<file path="config.mk">
export PLATFORM = sky130hd
export DESIGN_NAME = imu_frame_group_parser_core
export DESIGN_NICKNAME = d
export VERILOG_FILES = /design/src/design/ifgp_pkg.sv /design/src/design/ifgp_parser.sv /design/src/design/ifgp_out_buf.sv /design/src/design/imu_frame_group_parser_core.sv
export SDC_FILE = /design/constraint.sdc
export NUM_CORES = 1
export LEC_CHECK = 0
export BUFFER_PORTS_ARGS = -buffer_cell sky130_fd_sc_hd__buf_2
export CAP_MARGIN = 20
export CORE_ASPECT_RATIO = 0.9
export CORE_MARGIN = 2
export CORE_UTILIZATION = 35
export DETAILED_ROUTE_END_ITERATION = 7
export PLACE_DENSITY = 0.58
export RECOVER_POWER = 25
export SYNTH_ARGS = -nofsm -noshare
export SYNTH_HDL_FRONTEND = slang
export SYNTH_HIERARCHICAL = 1
export SYNTH_SLANG_ARGS = --single-unit
</file>
<file path="constraint.sdc">
create_clock -name clk -period 6.69 [get_ports clk]
set_input_delay 1.338 -clock clk [delete_from_list [all_inputs] [get_ports clk]]
set_output_delay 1.338 -clock clk [all_outputs]
set_load 0.02 [all_outputs]
</file>
<file path="src/design/ifgp_pkg.sv">
// shared types and constants for the imu frame group parser
// no dependencies

package ifgp_pkg;

  localparam int FRAMES_PER_GROUP = 4;
  localparam int FIDX_W = (FRAMES_PER_GROUP > 1) ? $clog2(FRAMES_PER_GROUP) : 1;

  localparam logic [7:0] HDR_BYTE   = 8'h55;
  localparam logic [7:0] GROUP_TYPE = 8'h51;
  localparam logic [7:0] TYPE_MASK  = 8'h50;
  localparam logic [7:0] GROUP_SUM  = 8'hA6;
  localparam logic [3:0] CHECK_POS  = 4'd10;
  localparam int         DATA_LANES = 6;

  typedef enum logic [1:0] {
    PH_HUNT   = 2'd0,
    PH_HEADER = 2'd1,
    PH_GROUP  = 2'd2
  } phase_t;

  typedef struct packed {
    logic [7:0]         frame_type;
    logic signed [15:0] axis_x;
    logic signed [15:0] axis_y;
    logic signed [15:0] axis_z;
    logic               frame_status;
    logic               last_of_group;
  } result_t;

endpackage

</file>
<file path="src/design/ifgp_parser.sv">
// per-byte frame parser: sync phase, frame counters, checksum and field capture
// depends on ifgp_pkg

module ifgp_parser (
  input  logic             clk,
  input  logic             rst_n,
  input  logic             byte_vld,
  input  logic [7:0]       byte_in,
  output logic             res_push,
  output ifgp_pkg::result_t res
);

  ifgp_pkg::phase_t             phase_r, phase_nxt;
  logic [3:0]                   pos_r, pos_nxt;
  logic [ifgp_pkg::FIDX_W-1:0]  fidx_r, fidx_nxt;
  logic [7:0]                   sum_r, sum_nxt;
  logic                         hdr_ok_r, hdr_ok_nxt;
  logic [7:0]                   type_r, type_nxt;
  logic [47:0]                  data_r, data_nxt;
  logic                         abort_r, abort_nxt;
  logic                         frame_ok;
  logic                         last_frame;
  logic                         close_frame;

  always_ff @(posedge clk) begin
    if (!rst_n) begin
      phase_r  <= ifgp_pkg::PH_HUNT;
      pos_r    <= '0;
      fidx_r   <= '0;
      sum_r    <= '0;
      hdr_ok_r <= 1'b0;
      type_r   <= '0;
      data_r   <= '0;
      abort_r  <= 1'b0;
    end else if (byte_vld) begin
      phase_r  <= phase_nxt;
      pos_r    <= pos_nxt;
      fidx_r   <= fidx_nxt;
      sum_r    <= sum_nxt;
      hdr_ok_r <= hdr_ok_nxt;
      type_r   <= type_nxt;
      data_r   <= data_nxt;
      abort_r  <= abort_nxt;
    end
  end

  assign frame_ok = hdr_ok_r && ((type_r & ifgp_pkg::TYPE_MASK) == ifgp_pkg::TYPE_MASK) &&
                    (sum_r == byte_in);
  assign last_frame = (int'(fidx_r) + 1) >= ifgp_pkg::FRAMES_PER_GROUP;
  assign close_frame = (phase_r == ifgp_pkg::PH_GROUP) && (pos_r >= ifgp_pkg::CHECK_POS);

  always_comb begin
    phase_nxt  = phase_r;
    pos_nxt    = pos_r;
    fidx_nxt   = fidx_r;
    sum_nxt    = sum_r;
    hdr_ok_nxt = hdr_ok_r;
    type_nxt   = type_r;
    data_nxt   = data_r;
    abort_nxt  = abort_r;
    unique case (phase_r)
      ifgp_pkg::PH_HEADER: begin
        if (byte_in == ifgp_pkg::GROUP_TYPE) begin
          phase_nxt  = ifgp_pkg::PH_GROUP;
          pos_nxt    = 4'd2;
          fidx_nxt   = '0;
          sum_nxt    = ifgp_pkg::GROUP_SUM;
          hdr_ok_nxt = 1'b1;
          type_nxt   = ifgp_pkg::GROUP_TYPE;
          data_nxt   = '0;
          abort_nxt  = 1'b0;
        end else begin
          phase_nxt = ifgp_pkg::PH_HUNT;
        end
      end
      ifgp_pkg::PH_GROUP: begin
        if (pos_r == 4'd0) begin
          hdr_ok_nxt = (byte_in == ifgp_pkg::HDR_BYTE);
          sum_nxt    = byte_in;
          data_nxt   = '0;
          pos_nxt    = 4'd1;
        end else if (pos_r < ifgp_pkg::CHECK_POS) begin
          if (pos_r == 4'd1) begin
            type_nxt = byte_in;
          end
          for (int i = 0; i < ifgp_pkg::DATA_LANES; i++) begin
            if (pos_r == 4'(i + 2)) begin
              data_nxt[i*8 +: 8] = byte_in;
            end
          end
          sum_nxt = sum_r + byte_in;
          pos_nxt = pos_r + 4'd1;
        end else begin
          if (!frame_ok) begin
            abort_nxt = 1'b1;
          end
          pos_nxt = 4'd0;
          if (last_frame) begin
            phase_nxt = ifgp_pkg::PH_HUNT;
            fidx_nxt  = '0;
          end else begin
            fidx_nxt = fidx_r + 1'b1;
          end
        end
      end
      default: begin
        phase_nxt = (byte_in == ifgp_pkg::HDR_BYTE) ? ifgp_pkg::PH_HEADER : ifgp_pkg::PH_HUNT;
      end
    endcase
  end

  assign res_push          = byte_vld && close_frame && !abort_r;
  assign res.frame_type    = type_r;
  assign res.axis_x        = data_r[15:0];
  assign res.axis_y        = data_r[31:16];
  assign res.axis_z        = data_r[47:32];
  assign res.frame_status  = !frame_ok;
  assign res.last_of_group = frame_ok ? last_frame : 1'b1;

endmodule

</file>
<file path="src/design/ifgp_out_buf.sv">
// result register with a skid slot behind it
// depends on ifgp_pkg

module ifgp_out_buf (
  input  logic              clk,
  input  logic              rst_n,
  input  logic              push,
  input  ifgp_pkg::result_t push_data,
  output logic              full,
  output logic              out_valid,
  input  logic              out_stall,
  output ifgp_pkg::result_t out_data
);

  logic              main_vld_r, main_vld_nxt;
  logic              skid_vld_r, skid_vld_nxt;
  ifgp_pkg::result_t main_r, main_nxt;
  ifgp_pkg::result_t skid_r, skid_nxt;
  logic              pop;

  assign pop = main_vld_r && !out_stall;

  always_comb begin
    main_vld_nxt = main_vld_r;
    skid_vld_nxt = skid_vld_r;
    main_nxt     = main_r;
    skid_nxt     = skid_r;
    if (!main_vld_r) begin
      if (push) begin
        main_nxt     = push_data;
        main_vld_nxt = 1'b1;
      end
    end else if (!pop) begin
      if (push) begin
        skid_nxt     = push_data;
        skid_vld_nxt = 1'b1;
      end
    end else if (skid_vld_r) begin
      main_nxt = skid_r;
      if (push) begin
        skid_nxt = push_data;
      end else begin
        skid_vld_nxt = 1'b0;
      end
    end else if (push) begin
      main_nxt = push_data;
    end else begin
      main_vld_nxt = 1'b0;
    end
  end

  always_ff @(posedge clk) begin
    if (!rst_n) begin
      main_vld_r <= 1'b0;
      skid_vld_r <= 1'b0;
    end else begin
      main_vld_r <= main_vld_nxt;
      skid_vld_r <= skid_vld_nxt;
    end
  end

  always_ff @(posedge clk) begin
    main_r <= main_nxt;
    skid_r <= skid_nxt;
  end

  assign full      = skid_vld_r;
  assign out_valid = main_vld_r;
  assign out_data  = main_r;

endmodule

</file>
<file path="src/design/imu_frame_group_parser_core.sv">
// top level of the imu frame group parser: byte parser feeding a result buffer
// depends on ifgp_pkg, ifgp_parser, ifgp_out_buf
//
// channel  direction  handshake          payload
// in       input      in_valid/in_stall  in_rx_byte
// out      output     out_valid/out_stall out_frame_type, out_axis_x/y/z,
//                                        out_frame_status, out_last_of_group
//
// one byte per cycle while in_stall is low; a result is registered into the result
// register, or into the skid slot behind it, when the checksum byte of its frame is taken
// in_stall rises only when the result register and the skid slot both hold items
// synchronous active-low reset returns the parser to header hunting and empties
// the output buffer

module imu_frame_group_parser_core (
  input  logic               clk,
  input  logic               rst_n,
  input  logic               in_valid,
  output logic               in_stall,
  input  logic [7:0]         in_rx_byte,
  output logic               out_valid,
  input  logic               out_stall,
  output logic [7:0]         out_frame_type,
  output logic signed [15:0] out_axis_x,
  output logic signed [15:0] out_axis_y,
  output logic signed [15:0] out_axis_z,
  output logic               out_frame_status,
  output logic               out_last_of_group
);

  logic              accept;
  logic              res_push;
  logic              buf_full;
  ifgp_pkg::result_t res;
  ifgp_pkg::result_t out_data;

  assign in_stall = buf_full;
  assign accept   = in_valid && !buf_full;

  ifgp_parser u_parser (
    .clk      (clk),
    .rst_n    (rst_n),
    .byte_vld (accept),
    .byte_in  (in_rx_byte),
    .res_push (res_push),
    .res      (res)
  );

  ifgp_out_buf u_out_buf (
    .clk       (clk),
    .rst_n     (rst_n),
    .push      (res_push),
    .push_data (res),
    .full      (buf_full),
    .out_valid (out_valid),
    .out_stall (out_stall),
    .out_data  (out_data)
  );

  assign out_frame_type    = out_data.frame_type;
  assign out_axis_x        = out_data.axis_x;
  assign out_axis_y        = out_data.axis_y;
  assign out_axis_z        = out_data.axis_z;
  assign out_frame_status  = out_data.frame_status;
  assign out_last_of_group = out_data.last_of_group;

endmodule

</file>
==> results of run 1 <==
-- where the power goes --
group | switching (uW) | internal [uW] | total, uW | leakage, uW
Clock | 449 | 588 | 1040 | 0.000290
Combinational | 33.4 | 9.56 | 43.0 | 0.00113
Sequential | 0.0565 | 1240 | 1240 | 0.00173
-- how the worst min path moves through the flow --
stage / depth (start not counted) / slack (ns) / end
4_1_cts: 0 / 0.46 / u_out_buf/skid_r[50]
6_report: 0 / 0.46 / u_out_buf/skid_r[50]
3_5_place_dp: 0 / 0.45 / u_out_buf/skid_r[49]
3_3_place_gp: 0 / 0.45 / u_out_buf/skid_r[42]
5_1_grt: 0 / 0.48 / u_out_buf/skid_r[50]
2_1_floorplan: 0 / 0.43 / u_out_buf/skid_r[50]
-- per-stage QoR --
step	area, um^2	total power [uW]	cells	utilization, %
6_report	9590	2320	1083	39.9
2_1_floorplan	8510	1290	723	-
5_1_grt	9590	2390	1083	39.9
3_3_place_gp	8990	1310	1051	37.4
4_1_cts	9590	2340	1083	39.9
3_5_place_dp	8990	1310	1051	37.4
-- metal layers --
metal / vias to the layer above / track usage (%) / share of wire (%)
met1: 2870 / 23.6 / 49
li1: 2799 / - / -
met3: 23 / 3.67 / 4.6
met4: 0 / 3.61 / 1.2
met5: - / 0 / 0
met2: 139 / 25.9 / 46
-- layout by cell type (no fill, tap or decap), types with 4 or more instances in the layout --
cell type    n
edfxtp_1   116
nand3_1     84
dfxtp_1     74
buf_2       70
mux2i_1     68
nand2_1     55
o21ai_0     54
o21ai_2     25
a22o_1      24
a21oi_1     18
o22ai_1     18
clkbuf_16   17
nor2_1      16
ha_1        14
inv_1       12
nand2b_1     6
nor3_1       5
clkbuf_1     4
buf_4        4
and2_1       4
o211ai_1     4
-- flip-flops by register name, indices dropped and copies added (netlist names), 2 cells and up --
register            count
u_parser/pos_r          4
u_out_buf/skid_r       58
u_parser/fidx_r         2
u_out_buf/out_data     58
u_parser/type_r         8
u_parser/phase_r        2
u_parser/sum_r          8
u_parser/data_r        48
-- layout make-up --
cell class / count / area share, %
well taps: 308 / 4.02
multi-input cells: 463 / 33.0
flip-flops and latches: 192 / 52.2
clock inverters: 10 / 1.32
clock buffers: 22 / 4.95
repair buffers: 76 / 4.05
inverters: 12 / 0.470
-- cell families (layout without fill, tap and decap cells) --
family | Yosys count | in the layout
simple gates | 202 | 202
buf+inv | 68 | 120
mux | 69 | 69
xor+xnor | 4 | 4
fa+ha+maj | 15 | 15
flops | 192 | 192
compound gates | 173 | 173
-- worst max-delay path: cells and delay by family --
family        cells  cell delay, ns
buf+inv           2            2.73
simple gates      1            0.07
==> metrics, run 1 <==
status=finished with violations; failing checks=capacitance limit, slew limit; Worst setup EP type=flip-flop; Synth Flop Type=edfxtp_1; Pins Over Slew Limit=59; gp weighted congestion=0.850; critical path class=primary input to flip-flop; Adder-Cell Fraction of Synth Area=2.29%; most common cell in the synthesized netlist=edfxtp_1; Tmin final=between 4 and 5 ns; Rel. slew slack=-149%; Setup violations, final=0; XOR/XNOR Fraction of Synth Area=0.412%; setup ws final=2.43 ns; r2r setup slk=2.73 ns; Hold Buf Count CTS=0; clk sinks=approximately 190; instance count of the mapped netlist=slightly above 700; clk_skew=0.0109 ns; via count=5831; setup repair after global routing missed its margin=no; HP Class=flip-flop to flip-flop; sequential area share after synthesis=between 50% and 60%; number of remaining DRC errors=0; Filler Cell Count=2296; clock transition at the registers of the reported paths=approximately 0.070 ns; global-route wire length before repair=33100 um; Area contributors post-synth=edfxtp_1, dfxtp_1, mux2i_1; global-route usage over all layers=between 15 and 20%; Post-Synth Simple-Gate Area=12.1%; DPL Wire Length=12100 um; First-pass DRT Iterations=5; htree depth=4; remaining antenna violation count after routing=0; IO buf count=71; DP Worst Slack=about 3.0 ns; endpoints failing hold=0; Via density=roughly 5.4; CP Launch Type=primary input; die area=25600 um^2; hold slack=0.461 ns; Initial Util=35.4%; post-CTS sizing=0; Root Driver=clkbuf_16; Largest stage delay, worst path=2.61 ns; Worst Path Required=6.64 ns; CP startpoint=out_stall; routed wire length=20800 um; Num CTS Buffers=17; Nets=789; GR Overflow Total=0; Iter 0 DRT Violations=476; routed len/inst=19.2 um; # diodes=0; largest net degree at the start of global routing=73; vias in the first global route=5660; setup bufs post-CTS=0; Core Region=between 20000 and 25000 um^2; Yosys reg bits=approximately 190; Final period util=between 60 and 70%; synthesized area=8510 um^2; Register Area=approximately 5000 um^2; most frequent CP cell=clkbuf_1; Layout area overhead=12.6%; Avg Cell Area, Syn=11.8 um^2; slowest stage cell, crit path=clkbuf_1; chip width=168 um; FF-to-FF path depth=3; Max-Cap Viols=1; complex-gate fraction of the synthesized area=14.1%; post-synthesis mux area share=8.13%; Synth top cells by count=edfxtp_1, nand3_1, dfxtp_1, mux2i_1, nand2_1; fraction of registers with async set/reset=0%; end of the critical path=u_out_buf/out_data[1]; Synth area leader=edfxtp_1; HP Start=u_parser/type_r[0]; CTS tree=yes; Leak=0.00315 uW; Multi-input gate area=~3200 um^2; dominant combinational cell family by area after synthesis=compound AO/OA/AOI/OAI gates; layout cells sized above 1=roughly a fifth; worst skew pair latency=about 0.43 ns; CP max FO=58; Post-synth EDFFs=about 120; Die Height=152 um; Critical Path AT=around 4.2 ns; power per cell area=approximately 240 nW/um^2; synth unique cells=64; Top Ports=72; top-area cell type share of the netlist area=40.9%; syn nets=750; Peak VDD IR=0.181 mV; fmax=235 MHz; clk buf depth=2; FF-to-FF End=u_out_buf/out_data[1]; synth warn=6; # rows=54; RR Startpoint=u_out_buf/out_valid; cell breakdown of the critical path=clkbuf_1, nand2_2, clkbuf_1; final setup TNS=0 ns; initial antenna violation count=0; Worst-Margin Slew=3.73 ns
(Power assumes the default switching activity.)
==> run 2, diff against run 1 <==
- ABC_AREA: not set -> 1
- PLACE_DENSITY: 0.58 -> 0.6
- clock period: 6.69 -> 3.46 ns (I/O delays scaled with it)
==> run 2 against run 1 <==
- the flow still finishes with violations (capacitance limit, slew limit)
- clock power grew 93%
- die area down 0.60%
- final cell count increased by 17%
- clock skew down 0.00096 ns
- register-to-register slack got worse by 1.8 ns
- wire length shrank 1.9%
- count of clock-buffer cells in the layout is 5 lower
- largest cell class unchanged
==> metrics, run 2 <==
clk_skew=0.00997 ns (-0.000956 ns); synth unique cells=32 (-50%); fmax=403 MHz; Peak VDD IR=0.363 mV (+100%); setup repair after global routing missed its margin=no; synth warn=6 (unchanged); Worst setup EP type=flip-flop; # rows=53 (-1.9%); Synth top cells by count=nand2_1, edfxtp_1, nor2_1, dfxtp_1, a21oi_1; Tmin final=~2.5 ns; Top Ports=72 (unchanged); Num CTS Buffers=17 (unchanged); Area contributors post-synth=edfxtp_1, dfxtp_1, nand2_1; global-route wire length before repair=32400 um (-2.0%); die area=25400 um^2 (-0.60%); Synth Flop Type=edfxtp_1; HP Class=flip-flop to flip-flop; XOR/XNOR Fraction of Synth Area=0.311% (-0.10 points); complex-gate fraction of the synthesized area=9.82% (-4.2 points); failing checks=capacitance limit, slew limit; Final period util=71.7%; clk sinks=192 (unchanged); initial antenna violation count=0 (unchanged); Worst Path Required=3.82 ns (-2.82 ns); Synth area leader=edfxtp_1; Largest stage delay, worst path=0.47 ns (-2.14 ns); GR Overflow Total=0 (unchanged); # diodes=0 (unchanged); Layout area overhead=13.7%; slowest stage cell, crit path=inv_2; Post-synth EDFFs=116 (unchanged); Adder-Cell Fraction of Synth Area=2.31% (+0.014 points); routed len/inst=16.1 um (-16%); clk buf depth=2 (unchanged); Hold Buf Count CTS=0 (unchanged); Iter 0 DRT Violations=582 (+22%); CTS tree=yes; # placed instances=1239 (+18%); Setup violations, final=0 (unchanged); vias in the first global route=5890 (+4.1%); remaining antenna violation count after routing=0 (unchanged); Multi-input gate area=2990 um^2 (-5.5%); synthesized area=8460 um^2 (-0.62%); Pins Over Slew Limit=59 (unchanged); Rel. slew slack=-18.7% (+130 points); routed wire length=20400 um (-1.9%); most frequent cells in the layout=nand2_1, edfxtp_1, nor2_1, dfxtp_1; top-area cell type share of the netlist area=41.2% (+0.25 points); dominant combinational cell family by area after synthesis=simple AND/OR/NAND/NOR gates; setup bufs post-CTS=0 (unchanged); instance count of the mapped netlist=902 (+25%); chip width=168 um (-0.30%); area of placed instances=9010 um^2 (+0.18%); IO buf count=71 (unchanged); post-route insts no fill=1272 (+17%); cell breakdown of the critical path=inv_1, ha_1, nor2_1, nand3_2, inv_2, nand3_1, a21oi_1; Initial Util=35.9% (+0.55 points); Final Util=40.9% (+1.0 points); Final Instance Area=9620 um^2 (+0.33%); via count=6394 (+9.7%); power per cell area=474 nW/um^2 (+96%); Core Region=23500 um^2 (-2.1%); CP Launch Type=flip-flop; Max-Cap Viols=1 (unchanged); First-pass DRT Iterations=7 (+2); most common cell in the synthesized netlist=nand2_1; critical path class=flip-flop to flip-flop; sequential area share after synthesis=59.2% (+0.37 points); worst skew pair latency=0.44 ns (about the same); syn nets=929 (+24%); post-CTS sizing=0 (unchanged); Die Height=151 um (-0.30%); Root Driver=clkbuf_16; CP max FO=22 (-62%); post-synthesis mux area share=0% (-8.1 points); most common cell after layout, fill and taps aside=nand2_1; largest net degree at the start of global routing=73 (unchanged); Nets=984 (+25%); Critical Path AT=2.84 ns (-1.37 ns); number of remaining DRC errors=0 (unchanged); DPL Wire Length=12800 um (+6.6%); fraction of registers with async set/reset=0% (unchanged); Yosys reg bits=192 (unchanged); endpoints failing hold=0 (unchanged); Avg Cell Area, Syn=9.38 um^2 (-20%); Total Power=4560 uW (+97%); global-route usage over all layers=16.5% (-0.059 points); Post-Synth Simple-Gate Area=22.8% (+11 points); htree depth=4 (unchanged); layout cells sized above 1=14.8% (-4.4 points); Filler Cell Count=2333 (+1.6%); status=finished with violations; final setup TNS=0 ns (unchanged); clock transition at the registers of the reported paths=0.07 ns (about the same); Via density=5.03 (-6.6%); Leak=0.00370 uW (+18%); gp weighted congestion=0.886 (+4.2%); Register Area=5000 um^2 (about the same); Worst-Margin Slew=1.78 ns (-1.95 ns)
## run 2: cell types whose count changed in the layout (fill, tap and decap cells not counted), moves of 34 or more
cell / before / now
a31oi_1: 2 / 59
nand3_1: 84 / 50
mux2i_1: 68 / 0
nand2_1: 55 / 242
nor2_1: 16 / 108
o21ai_0: 54 / 14
a21oi_1: 18 / 71
## run 2: cell type report
type / count / share of cell area, %
multi-input cells: 612 / 31.1
well taps: 302 / 3.93
clock buffers: 17 / 4.42
inverters: 55 / 2.19
clock inverters: 15 / 1.82
repair buffers: 79 / 4.55
flip-flops and latches: 192 / 52.0
## run 2: metal layers
metal	routed length, um	global-route usage [%]	part of all wire, %
met4	261	4.83	1.3
met3	1190	3.84	5.8
met2	9110	25.6	45
met1	9890	23.1	48
met5	0	0	0
## run 2: critical path: cells and delay by family, from the launching register on
family / cells / cell delay (ns)
adder cells (fa/ha/maj): 1 / 0.34
flip-flops: 1 / 0.36
AO/OA/AOI/OAI: 1 / 0.17
buffers and inverters: 2 / 0.52
AND/OR/NAND/NOR: 3 / 0.99
## run 2: report_power, final
part           internal [uW]  switching [uW]  leakage, uW
Clock                   1090             920     0.000282
Sequential              2420            11.0      0.00164
Combinational           35.8            82.6      0.00178
Total                   3540            1010      0.00370
## run 2: worst paths after layout
check                                         start  slack [ns]  cells past startpoint                   end
worst min-delay path             u_parser/type_r[1]        0.46                      0  u_out_buf/skid_r[51]
worst max register to register  u_parser/phase_r[0]        0.98                      7   u_parser/data_r[33]
worst min register to register   u_parser/type_r[1]        0.46                      0  u_out_buf/skid_r[51]
worst max-delay path            u_parser/phase_r[0]        0.98                      7   u_parser/data_r[33]
## run 2: cell families (layout without fill, tap and decap cells)
| family | after synthesis | count (layout) |
|---|---|---|
| fa+ha+maj | 15 | 15 |
| buf+inv | 98 | 166 |
| compound gates | 149 | 149 |
| flops | 192 | 192 |
| xor+xnor | 3 | 3 |
| simple gates | 445 | 445 |
## run 2: through the flow
stage          worst slack (ns)  hold WS (ns)
2_1_floorplan             0.528         0.425
3_3_place_gp              0.774         0.439
4_1_cts                   0.966         0.457
6_report                  0.980         0.458
5_1_grt                   0.778         0.470
3_5_place_dp              0.612         0.440
==> run 3, diff against run 2 <==
- clock period: 3.46 -> 2.15 ns (I/O delays scaled with it)
==> run 3 against run 2 <==
- the run now ends clean
- count of clock-buffer cells in the layout grew 1
- fmax up 30%
- critical path depth rose by 1
- final area rose by 2.5%
- sequential power increased by 61%
- first-iteration DRC count down 16%
- non-clock buffer count grew 23
- combinational power increased by 69%
- final cell count rose by 1.9%
- register-to-register slack got worse by 0.74 ns
- wire length decreased by 0.40%
- critical path type unchanged
- highest routed layer unchanged
==> metrics, run 3 (synthesized netlist as in run 2, its figures left out) <==
status=complete, no violations; area of placed instances=9300 um^2 (+3.2%); Root Driver=clkbuf_16; Initial Util=35.9% (unchanged); routed wire length=20400 um (-0.40%); clk sinks=192 (unchanged); most frequent cells in the layout=nand2_1, edfxtp_1, nor2_1, dfxtp_1, a21oi_1; Layout area overhead=16.6%; Iter 0 DRT Violations=488 (-16%); htree depth=4 (unchanged); Peak VDD IR=0.534 mV (+47%); vias in the first global route=5991 (+1.7%); endpoints failing hold=0 (unchanged); Max-Cap Viols=0 (-1); clock transition at the registers of the reported paths=0.07 ns (about the same); post-CTS sizing=0 (unchanged); FF-to-FF path depth=8 (+1); Nets=1007 (+2.3%); M1 wire length=10100 um (+2.3%); slowest stage cell, crit path=dfxtp_1; end of the critical path=u_out_buf/skid_r[17]; clk_skew=0.00874 ns (-0.00123 ns); Total Power=7260 uW (+59%); Top Ports=72 (unchanged); # rows=53 (unchanged); r2r setup slk=0.24 ns (-0.74 ns); Largest stage delay, worst path=0.49 ns (+0.02 ns); CP max FO=30 (+36%); Leak=0.00384 uW (+3.8%); Top Layer Used=met4; Tmin final=1.91 ns (-0.565 ns); WL met3=1080 um (-8.6%); CP startpoint=u_parser/pos_r[3]; fmax=522 MHz (+30%); layout cells sized above 1=16.0% (+1.2 points); global-route wire length before repair=32600 um (+0.64%); Hold Buf Count CTS=0 (unchanged); clk buf depth=2 (unchanged); HP Class=primary input to flip-flop; chip width=168 um (unchanged); initial antenna violation count=1 (+1); First-pass DRT Iterations=7 (unchanged); Worst Path Required=2.28 ns (-1.54 ns); CP Launch Type=flip-flop; Setup violations, final=0 (unchanged); die area=25400 um^2 (unchanged); IO buf count=71 (unchanged); routed len/inst=15.7 um (-2.2%); number of remaining DRC errors=0 (unchanged); Final Util=41.9% (+1.0 points); Final Instance Area=9860 um^2 (+2.5%); worst skew pair latency=0.44 ns (about the same); Worst setup EP type=flip-flop; power per cell area=736 nW/um^2 (+55%); critical path class=flip-flop to flip-flop; largest net degree at the start of global routing=116 (+59%); met2 wire length=8910 um (-2.2%); remaining antenna violation count after routing=0 (unchanged); Core Region=23500 um^2 (unchanged); Critical Path AT=2.05 ns (-0.79 ns); setup bufs post-CTS=0 (unchanged); Num CTS Buffers=17 (unchanged); setup repair after global routing missed its margin=no; FF-to-FF End=u_out_buf/skid_r[17]; Worst-Margin Slew=0.540 ns (-1.24 ns); Pins Over Slew Limit=0 (-100%); gp weighted congestion=0.858 (-3.1%); RR Startpoint=u_parser/pos_r[3]; Rel. slew slack=64.0% (+83 points); Die Height=151 um (unchanged); cell breakdown of the critical path=o21ai_4, inv_2, a31oi_1, nor4_2, buf_4, nand2_4, clkinvlp_4, buf_12; via count=6438 (+0.69%); global-route usage over all layers=16.5% (-0.041 points); Final period util=89.1% (+17 points); hold slack=0.299 ns (-0.160 ns); CTS tree=yes; Via density=4.97 (-1.2%); GR Overflow Total=0 (unchanged); DPL Wire Length=13500 um (+4.8%); HP Start=in_rx_byte[4]; most common cell after layout, fill and taps aside=nand2_1
==> run 3: changes by cell type in the layout (fill, tap and decap cells not counted), moves of 2 or more <==
cell and change:
ha_2 +2, clkinv_2 +2, buf_4 +20, clkinvlp_4 -3
dfxtp_1 -4, ha_1 -2, dfxtp_2 +3, buf_2 -16
clkbuf_1 +17, buf_12 +4
==> run 3: cell type report <==
class,instances,area (um^2)
well taps,302,378
clock inverters,14,155
repair buffers,102,643
clock buffers,18,429
multi-input cells,612,3030
diodes,1,2.50
flip-flops and latches,192,5010
inverters,55,215
fillers,2282,13700
==> run 3: worst min path at each step <==
stage,to,cells after the start
floorplan,u_out_buf/skid_r[18],0
global placement,u_out_buf/skid_r[40],0
detailed placement,u_out_buf/skid_r[46],0
CTS,u_parser/type_r[4],3
global route,u_parser/type_r[4],3
finish,u_parser/type_r[4],3
==> run 3: per-layer routing <==
layer  vias to the layer above  global-route usage [%]
li1                       3257                       -
met1                      3009                    23.6
met2                       154                    25.0
met3                        18                    3.64
met4                         0                    4.96
met5                         -                       0
==> run 3: worst max-delay path: cells and delay by family, from the launching register on <==
| family | cells | cell delay (ns) |
|---|---|---|
| DFF | 1 | 0.49 |
| buffers and inverters | 4 | 0.66 |
| and+or+nand+nor | 2 | 0.26 |
| AOI/OAI and AO/OA | 2 | 0.19 |
==> run 3: report_power, final <==
group / total (uW) / internal, uW / switching (uW) / leakage, uW
clock: 3150 / 1740 / 1410 / 0.000288
sequential: 3910 / 3890 / 17.6 / 0.00164
combinational: 199 / 61.6 / 137 / 0.00191
total: 7260 / 5690 / 1560 / 0.00384
==> run 3: per-stage QoR <==
step / std cells / setup TNS, ns / setup WS [ns]
2_1_floorplan: 902 / -11.44 / -0.197
3_3_place_gp: 1263 / 0 / 0.192
3_5_place_dp: 1263 / 0 / 0.148
4_1_cts: 1295 / 0 / 0.242
5_1_grt: 1295 / 0 / 0.0789
6_report: 1296 / 0 / 0.235
